==> src/rtl/core/afq_pkg.sv <==
package afq_pkg;

  localparam int ADDR_W  = 4;
  localparam int DATA_W  = 32;
  // Fixed-point sum: 50 fraction bits, integer part up to 2^10, plus sign.
  localparam int FRAC_W  = 50;
  localparam int SUM_W   = 61;
  localparam int MAG_W   = 60;
  localparam int PFIX_W  = 59;

  typedef enum logic [1:0] {
    REG_INV_SCALE  = 2'd0,
    REG_ZERO_POINT = 2'd1,
    REG_RESOLUTION = 2'd2
  } reg_idx_t;

  // Unpacked fp32 operand: normalized mantissa, unbiased exponent.
  typedef struct packed {
    logic              sgn;
    logic              spec;   // infinity or NaN
    logic              zero;
    logic [23:0]       mant;
    logic signed [9:0] exp;
  } fp_unp_t;

  function automatic logic [4:0] lzc24(input logic [23:0] v);
    logic [4:0] n;
    logic       found;
    n     = 5'd24;
    found = 1'b0;
    for (int i = 23; i >= 0; i--) begin
      if (!found && v[i]) begin
        n     = 5'(23 - i);
        found = 1'b1;
      end
    end
    return n;
  endfunction

  function automatic logic [3:0] msb16(input logic [15:0] v);
    logic [3:0] p;
    p = 4'd0;
    for (int i = 0; i < 16; i++) begin
      if (v[i]) begin
        p = 4'(i);
      end
    end
    return p;
  endfunction

  function automatic fp_unp_t unpack(input logic [31:0] b);
    fp_unp_t    u;
    logic [4:0] lz;
    u.sgn  = b[31];
    u.spec = (b[30:23] == 8'hFF);
    u.zero = (b[30:0] == 31'd0);
    lz     = lzc24({1'b0, b[22:0]});
    if (b[30:23] == 8'd0) begin
      // subnormal: shift the leading one up to the hidden position
      u.mant = {1'b0, b[22:0]} << lz;
      u.exp  = -10'sd126 - $signed({5'd0, lz});
    end else begin
      u.mant = {1'b1, b[22:0]};
      u.exp  = $signed({2'b00, b[30:23]}) - 10'sd127;
    end
    return u;
  endfunction

endpackage

==> src/rtl/core/affine_quantizer_fp32_to_u8.sv <==
// Channel | Direction | Handshake          | Payload
// --------+-----------+--------------------+---------------------------
// in      | input     | in_valid/in_stall  | value_bits[31:0], is_last
// out     | output    | out_valid/out_stall| code[7:0], last_out
// cfg     | input     | APB (pready = 1)   | inv_scale, zero_point, resolution
//
// Eight register stages, output register included; one item per cycle sustained
// while out_stall is low. The 24x24 mantissa multiply and the 60-bit leading-one
// search (split over two stages) set the stage depth.
// rst clears the valid bits and loads the register reset values.
// Each stage loads whenever it is empty or the next one loads, so bubbles close
// up under out_stall and input is taken while a result waits at the output.
module affine_quantizer_fp32_to_u8 (
  input  logic                       clk,
  input  logic                       rst,
  input  logic                       in_valid,
  output logic                       in_stall,
  input  logic [31:0]                value_bits,
  input  logic                       is_last,
  output logic                       out_valid,
  input  logic                       out_stall,
  output logic [7:0]                 code,
  output logic                       last_out,
  input  logic                       psel,
  input  logic                       penable,
  input  logic                       pwrite,
  input  logic [afq_pkg::ADDR_W-1:0] paddr,
  input  logic [afq_pkg::DATA_W-1:0] pwdata,
  output logic [afq_pkg::DATA_W-1:0] prdata,
  output logic                       pready
);
  import afq_pkg::*;

  localparam int NST = 8;

  // Configuration registers.
  logic [31:0] inv_scale;
  logic [7:0]  zero_point;
  logic [3:0]  resolution;
  reg_idx_t    cfg_sel;

  assign pready  = 1'b1;
  assign cfg_sel = reg_idx_t'(paddr[3:2]);

  always_ff @(posedge clk) begin
    if (rst) begin
      inv_scale  <= 32'h3F80_0000;
      zero_point <= 8'd0;
      resolution <= 4'd8;
    end else if (psel && penable && pwrite) begin
      case (cfg_sel)
        REG_INV_SCALE:  inv_scale  <= pwdata;
        REG_ZERO_POINT: zero_point <= pwdata[7:0];
        REG_RESOLUTION: resolution <= pwdata[3:0];
        default: ;
      endcase
    end
  end

  always_comb begin
    case (cfg_sel)
      REG_INV_SCALE:  prdata = inv_scale;
      REG_ZERO_POINT: prdata = {24'd0, zero_point};
      REG_RESOLUTION: prdata = {28'd0, resolution};
      default:        prdata = '0;
    endcase
  end

  // Pipeline flow control: a stage loads when empty or when downstream loads.
  logic [NST-1:0] vld;
  logic [NST-1:0] ld;

  always_comb begin
    ld[NST-1] = !vld[NST-1] || !out_stall;
    for (int i = NST - 2; i >= 0; i--) begin
      ld[i] = !vld[i] || ld[i+1];
    end
  end

  assign in_stall  = !ld[0];
  assign out_valid = vld[NST-1];

  always_ff @(posedge clk) begin
    if (rst) begin
      vld <= '0;
    end else begin
      if (ld[0]) begin
        vld[0] <= in_valid;
      end
      for (int i = 1; i < NST; i++) begin
        if (ld[i]) begin
          vld[i] <= vld[i-1];
        end
      end
    end
  end

  // Stage 0: unpack both operands, normalize subnormal mantissas.
  fp_unp_t ux, us;
  assign ux = unpack(value_bits);
  assign us = unpack(inv_scale);

  logic              sgn0, spec0, zero0, last0;
  logic [23:0]       ma0, mb0;
  logic signed [9:0] ea0, eb0;

  always_ff @(posedge clk) begin
    if (ld[0]) begin
      sgn0  <= ux.sgn ^ us.sgn;
      spec0 <= ux.spec || us.spec;
      zero0 <= ux.zero || us.zero;
      ma0   <= ux.mant;
      mb0   <= us.mant;
      ea0   <= ux.exp;
      eb0   <= us.exp;
      last0 <= is_last;
    end
  end

  // Stage 1: mantissa product and exponent sum.
  logic               sgn1, spec1, zero1, last1;
  logic [47:0]        prod1;
  logic signed [10:0] esum1;

  always_ff @(posedge clk) begin
    if (ld[1]) begin
      prod1 <= ma0 * mb0;
      esum1 <= 11'(ea0) + 11'(eb0);
      sgn1  <= sgn0;
      spec1 <= spec0;
      zero1 <= zero0;
      last1 <= last0;
    end
  end

  // Stage 2: round the product to 24 bits, nearest even.
  logic               hi2, g2, st2, up2;
  logic [23:0]        mt2;
  logic [24:0]        mr2;
  logic signed [10:0] ex2;
  logic [23:0]        mant2;
  logic signed [10:0] ep2;
  logic               sgn2, spec2, zero2, last2;

  always_comb begin
    hi2 = prod1[47];
    mt2 = hi2 ? prod1[47:24] : prod1[46:23];
    g2  = hi2 ? prod1[23] : prod1[22];
    st2 = hi2 ? (|prod1[22:0]) : (|prod1[21:0]);
    ex2 = esum1 + $signed({10'd0, hi2});
    up2 = g2 && (st2 || mt2[0]);
    mr2 = {1'b0, mt2} + {24'd0, up2};
  end

  always_ff @(posedge clk) begin
    if (ld[2]) begin
      if (mr2[24]) begin
        mant2 <= 24'h80_0000;
        ep2   <= ex2 + 11'sd1;
      end else begin
        mant2 <= mr2[23:0];
        ep2   <= ex2;
      end
      sgn2  <= sgn1;
      spec2 <= spec1;
      zero2 <= zero1;
      last2 <= last1;
    end
  end

  // Stage 3: classify the product and add the zero point in fixed point.
  // A product below 2^-26 cannot move the sum off the zero point.
  logic                f0_3n, f255_3n;
  logic [PFIX_W-1:0]   pfix;
  logic [5:0]          sh3;
  logic [31:0]         top3;
  logic [SUM_W-1:0]    zpx, px, sum3n;
  logic [SUM_W-1:0]    sum3;
  logic                f0_3, f255_3, last3;

  always_comb begin
    f0_3n   = 1'b0;
    f255_3n = 1'b0;
    pfix    = '0;
    sh3     = 6'(ep2 + 11'sd27);
    top3    = {1'b0, mant2, 7'd0} + {24'd0, zero_point};
    if (spec2) begin
      f0_3n = 1'b1;
    end else if (zero2 || ep2 < -11'sd26) begin
      pfix = '0;
    end else if (ep2 >= 11'sd31) begin
      f0_3n = 1'b1;
    end else if (ep2 >= 11'sd9) begin
      if (sgn2) begin
        f0_3n = 1'b1;
      end else if (ep2 == 11'sd30 && top3 >= 32'h7FFF_FFC0) begin
        // sum rounds up to 2^31: integer conversion overflows
        f0_3n = 1'b1;
      end else begin
        f255_3n = 1'b1;
      end
    end else begin
      pfix = {35'd0, mant2} << sh3;
    end
    zpx   = {3'd0, zero_point, 50'd0};
    px    = {2'd0, pfix};
    sum3n = sgn2 ? (zpx - px) : (zpx + px);
  end

  always_ff @(posedge clk) begin
    if (ld[3]) begin
      sum3   <= sum3n;
      f0_3   <= f0_3n;
      f255_3 <= f255_3n;
      last3  <= last2;
    end
  end

  // Stage 4: leading-one search, first level (16-bit chunks).
  logic [63:0]       pad4;
  logic [MAG_W-1:0]  mag4;
  logic [3:0]        nz4;
  logic [3:0][3:0]   pos4;
  logic              f0_4, f255_4, last4;

  assign pad4 = {4'd0, sum3[MAG_W-1:0]};

  always_ff @(posedge clk) begin
    if (ld[4]) begin
      mag4 <= sum3[MAG_W-1:0];
      for (int c = 0; c < 4; c++) begin
        nz4[c]  <= |pad4[16*c +: 16];
        pos4[c] <= msb16(pad4[16*c +: 16]);
      end
      // negative sum: code is zero
      f0_4   <= f0_3 || sum3[SUM_W-1];
      f255_4 <= f255_3;
      last4  <= last3;
    end
  end

  // Stage 5: leading-one search, second level.
  logic [5:0]       l5n;
  logic [MAG_W-1:0] mag5;
  logic [5:0]       l5;
  logic             f0_5, f255_5, last5;

  always_comb begin
    l5n = 6'd0;
    for (int c = 0; c < 4; c++) begin
      if (nz4[c]) begin
        l5n = {2'(c), pos4[c]};
      end
    end
  end

  always_ff @(posedge clk) begin
    if (ld[5]) begin
      mag5   <= mag4;
      l5     <= l5n;
      f0_5   <= f0_4;
      f255_5 <= f255_4;
      last5  <= last4;
    end
  end

  // Stage 6: round the sum to fp32 precision (24 significant bits).
  logic [5:0]       k6;
  logic [SUM_W-1:0] rm6, half6, mg6, tr6, sr6n;
  logic             gd6, st6, lsb6;
  logic [SUM_W-1:0] sr6;
  logic             f0_6, f255_6, last6;

  always_comb begin
    k6    = l5 - 6'd23;
    rm6   = SUM_W'(1) << k6;
    half6 = rm6 >> 1;
    mg6   = {1'b0, mag5};
    gd6   = |(mg6 & half6);
    st6   = |(mg6 & (half6 - SUM_W'(1)));
    lsb6  = |(mg6 & rm6);
    tr6   = mg6 & ~(rm6 - SUM_W'(1));
    if (l5 >= 6'd24) begin
      sr6n = tr6 + ((gd6 && (st6 || lsb6)) ? rm6 : '0);
    end else begin
      sr6n = mg6;
    end
  end

  always_ff @(posedge clk) begin
    if (ld[6]) begin
      sr6    <= sr6n;
      f0_6   <= f0_5;
      f255_6 <= f255_5;
      last6  <= last5;
    end
  end

  // Stage 7: round to integer (ties to even), saturate, clamp to resolution.
  localparam logic [SUM_W-1:0]  HALF_FX = SUM_W'(1) << (FRAC_W - 1);
  localparam logic [SUM_W-1:0]  MAX_FX  = SUM_W'(255) << FRAC_W;
  localparam logic [FRAC_W-1:0] HALF_FR = FRAC_W'(1) << (FRAC_W - 1);

  logic [7:0]        n7, c7, maxv7, code7;
  logic [FRAC_W-1:0] fr7;
  logic              up7;

  always_comb begin
    n7  = sr6[FRAC_W +: 8];
    fr7 = sr6[FRAC_W-1:0];
    up7 = (fr7 > HALF_FR) || (fr7 == HALF_FR && n7[0]);
    if (f0_6) begin
      c7 = 8'd0;
    end else if (f255_6) begin
      c7 = 8'd255;
    end else if (sr6 <= HALF_FX) begin
      c7 = 8'd0;
    end else if (sr6 >= MAX_FX) begin
      c7 = 8'd255;
    end else begin
      c7 = n7 + {7'd0, up7};
    end
    maxv7 = 8'((9'd1 << resolution[2:0]) - 9'd1);
    if (resolution < 4'd8 && c7 > maxv7) begin
      code7 = maxv7;
    end else begin
      code7 = c7;
    end
  end

  always_ff @(posedge clk) begin
    if (ld[7]) begin
      code     <= code7;
      last_out <= last6;
    end
  end

endmodule

==> config.mk <==
export PLATFORM = sky130hd
export DESIGN_NAME = affine_quantizer_fp32_to_u8
export DESIGN_NICKNAME = d
export VERILOG_FILES = /design/src/rtl/core/afq_pkg.sv /design/src/rtl/core/affine_quantizer_fp32_to_u8.sv
export SDC_FILE = /design/constraint.sdc
export NUM_CORES = 2
export LEC_CHECK = 0
export ABC_CLOCK_PERIOD_IN_PS = 22200
export BUFFER_PORTS_ARGS = -buffer_cell sky130_fd_sc_hd__buf_2
export CAP_MARGIN = 10
export CORE_MARGIN = 10
export CORE_UTILIZATION = 50
export DETAILED_ROUTE_END_ITERATION = 8
export PLACE_DENSITY = 0.63
export RECOVER_POWER = 50
export SYNTH_ARGS = -nofsm -noshare
export SYNTH_HDL_FRONTEND = slang
export SYNTH_SLANG_ARGS = --single-unit
==> constraint.sdc <==
create_clock -name clk -period 22.2 [get_ports clk]
set_input_delay 1.11 -clock clk [delete_from_list [all_inputs] [get_ports clk]]
set_output_delay 1.11 -clock clk [all_outputs]
set_load 0.05 [all_outputs]
==> flow_summary.json <==
{
  "worstPathRequired_ns": 22.55,
  "vias": 45800,
  "maxCapViolCount": 9,
  "drv_slew": 485,
  "worst-path-buf-inv": 4,
  "cts.clk_slew.worst_paths_ns": 0.06,
  "fin_crit_sh_pct": 44.6,
  "wl_um": 184000,
  "grt_pass1_wl_um": 278000,
  "wl_per_cell_um": 24.5,
  "multi_input_area_um2": 36500,
  "holdWs_ns": 0.380,
  "final_util_pct": 53.9,
  "postCtsSetupRepairBufs": 0,
  "relSlewSlack_pct": -175,
  "fin_crit_ns": 9.91,
  "synth.yosys.seq_area_share_pct": 27.1,
  "rows": 121,
  "detail-route-antenna-nets": 0,
  "fmax_mhz": 101,
  "synth_area_um2": 54900,
  "synth-edff-count": 461,
  "peakVddDrop_mv": 0.0678,
  "synth_warnings": 0,
  "final-seq-area_um2": 14900,
  "cp_max_fo": 37,
  "worstSetupStartpointType": "flop",
  "layout.cells.non_filler": 7502,
  "dieArea_um2": 123000,
  "drive_above_1_share_pct": 7.18,
  "power.leakage_nw": 26.0,
  "p_total_mw": 4.27,
  "setup_tns_ns": 0,
  "die-height_um": 351,
  "crit_type": "reg2reg",
  "endpoint_kind": "flop",
  "root_buffer": "clkbuf_16",
  "setup_viol": 0,
  "ys_seq_elements": 513,
  "skew_ns": 0.0474,
  "fin_nets": 6889,
  "port_buffers": 116,
  "crit_top_cell": "o21ai_0",
  "ys.flop_type": "edfxtp_1",
  "worst-slew-pin-transition_ns": 4.12,
  "drtPass1Iterations": 8,
  "ctsHoldBuffers": 0,
  "gp_congestion": 1.02,
  "nFillCells": 10100,
  "max_stage_delay_ns": 1.05,
  "rsz0062_at_grt": "no",
  "status": "complete, but fails checks",
  "hold_class": "reg2reg",
  "cts.sinks": 513,
  "synthCells": 6092,
  "cp.arrival_ns": 10.26,
  "cts_tree": "done",
  "clk_latency_ns": 0.69,
  "start_util_pct": 50.4,
  "violations": "max-capacitance violations, max-slew violations",
  "grt_max_degree": 69,
  "initialDrtViolationCount": 3919,
  "area_growth_pct": 6.98,
  "cts_htree_levels": 2,
  "avgSynthCellArea_um2": 9.01,
  "viasPerCell": 6.11,
  "cts_resized": 0,
  "die_w_um": 351,
  "synth.distinct_cells": 110,
  "cts.path.max_buffers": 3,
  "async_flop_share_pct": 0,
  "antenna_found_initial": 3,
  "placedCellCount": 7393,
  "ios": 120,
  "pwr_density_cell_nw_per_um2": 72.6,
  "critPathTopFamily": "compound AO/OA/AOI/OAI gates",
  "critPathSlowestCell": "nand2_1",
  "overflow": 0,
  "coreArea_um2": 109000,
  "grt_pass1_vias": 45400,
  "dpl.hpwl_um": 140000,
  "grt_usage_pct": 29.4,
  "cts_inserted_buffers": 59,
  "route.detailed.drc": 0,
  "finalHoldViolations": 0
}
-- synthesized netlist by cell type, types with 13 or more instances --
library cell | count | area share (%)
a211o_1 | 15 | 0.24
a211oi_1 | 34 | 0.46
a21o_1 | 94 | 1.3
a21oi_1 | 336 | 3.1
a221oi_1 | 21 | 0.34
a22o_1 | 21 | 0.34
a22oi_1 | 38 | 0.52
a31oi_1 | 39 | 0.44
a32oi_1 | 13 | 0.21
and2_1 | 261 | 3.0
and3_1 | 48 | 0.55
and3b_1 | 13 | 0.21
buf_1 | 27 | 0.18
buf_2 | 40 | 0.36
clkbuf_1 | 277 | 1.9
dfxtp_1 | 52 | 1.9
edfxtp_1 | 461 | 25
fa_1 | 485 | 18
ha_1 | 288 | 6.6
inv_1 | 593 | 4.1
mux2_2 | 37 | 0.76
mux2i_1 | 160 | 2.9
mux4_2 | 22 | 0.90
nand2_1 | 838 | 5.7
nand2b_1 | 42 | 0.48
nand3_1 | 127 | 1.2
nand4_1 | 47 | 0.54
nor2_1 | 458 | 3.1
nor2b_1 | 46 | 0.52
nor3_1 | 114 | 1.0
nor3b_1 | 14 | 0.19
nor4_1 | 56 | 0.64
o211a_1 | 13 | 0.24
o211ai_1 | 33 | 0.45
o21a_1 | 33 | 0.45
o21ai_0 | 255 | 2.3
o21bai_1 | 42 | 0.57
o22ai_1 | 33 | 0.38
o31ai_1 | 42 | 0.57
or3_1 | 30 | 0.34
xnor2_1 | 128 | 2.0
xor2_1 | 107 | 1.7
-- path summary, 6_finish.rpt --
path / startpoint / to / slack [ns] / depth (start not counted)
worst max-delay path: l5[5]$_SDFFCE_PP1P_ / sr6[55]$_DFFE_PP_ / 12.29 / 26
worst min-delay path: mag4[3]$_DFFE_PP_ / mag5[3]$_DFFE_PP_ / 0.38 / 0
worst max register to register: l5[5]$_SDFFCE_PP1P_ / sr6[55]$_DFFE_PP_ / 12.29 / 26
worst min register to register: mag4[3]$_DFFE_PP_ / mag5[3]$_DFFE_PP_ / 0.38 / 0
-- state kept, by name, summed over array words and instances, names as in the netlist, 4 cells and up --
signal / cells
sr6: 61
sum3: 61
mag4: 60
mag5: 60
prod1: 48
inv_scale: 32
ma0: 24
mant2: 24
mb0: 24
pos4: 16
ep2: 11
esum1: 11
ea0: 9
eb0: 9
code: 8
vld: 8
zero_point: 8
l5: 6
nz4: 4
resolution: 4
-- metal layers --
layer  global-route usage (%)  part of all wire (%)  vias up
met5                        0                     0        -
met4                     14.9                   5.9        0
met3                     4.40                   6.7      486
met2                     48.4                    47     1859
met1                     37.5                    40    22600
li1                         -                     -    20900
-- placed cells by master (no fill, tap or decap), drive strengths merged, types with 127 or more instances in the layout --
cell    synthesis  final
fa            485    485
and2          263    263
nor2          460    460
ha            288    288
xnor2         130    130
a21oi         338    338
edfxtp        461    461
buf            72    215
o21ai         263    263
inv           596    601
nand2         839    839
mux2i         160    160
nand3         127    127
-- stage by stage --
step                      worst slack, ns  instance area, µm²
after global placement              13.01               56900
after CTS                           12.96               58800
after floorplan                     14.71               54900
final                               12.29               58700
after detailed placement            12.98               56900
after global routing                12.10               58700
-- cell type report --
type / count / share of cell area, %
inverters: 598 / 3.82
well taps: 1414 / 3.01
clock inverters: 40 / 0.699
clock buffers: 68 / 2.57
flip-flops and latches: 513 / 25.3
diodes: 1 / 0.00426
repair buffers: 237 / 2.45
multi-input cells: 4631 / 62.1
-- report_power, final --
group / switching [mW] / internal, mW
Sequential: 0.151 / 1.22
Combinational: 1.33 / 0.612
Clock: 0.416 / 0.541
Total: 1.89 / 2.37
-- logic make-up (layout without fill, tap and decap cells) --
family / count (synthesis) / after routing / synth area share (%)
AND/OR/NAND/NOR: 2168 / 2168 / 18.7
AO/OA/AOI/OAI: 1224 / 1224 / 14.6
buffers and inverters: 949 / 943 / 6.67
adder cells (fa/ha/maj): 774 / 774 / 24.3
flip-flops: 513 / 513 / 27.1
XOR/XNOR: 237 / 237 / 3.83
multiplexers: 225 / 225 / 4.84
other: 2 / 4 / 0.0137
Note: power is estimated with default switching activity, not from simulation.
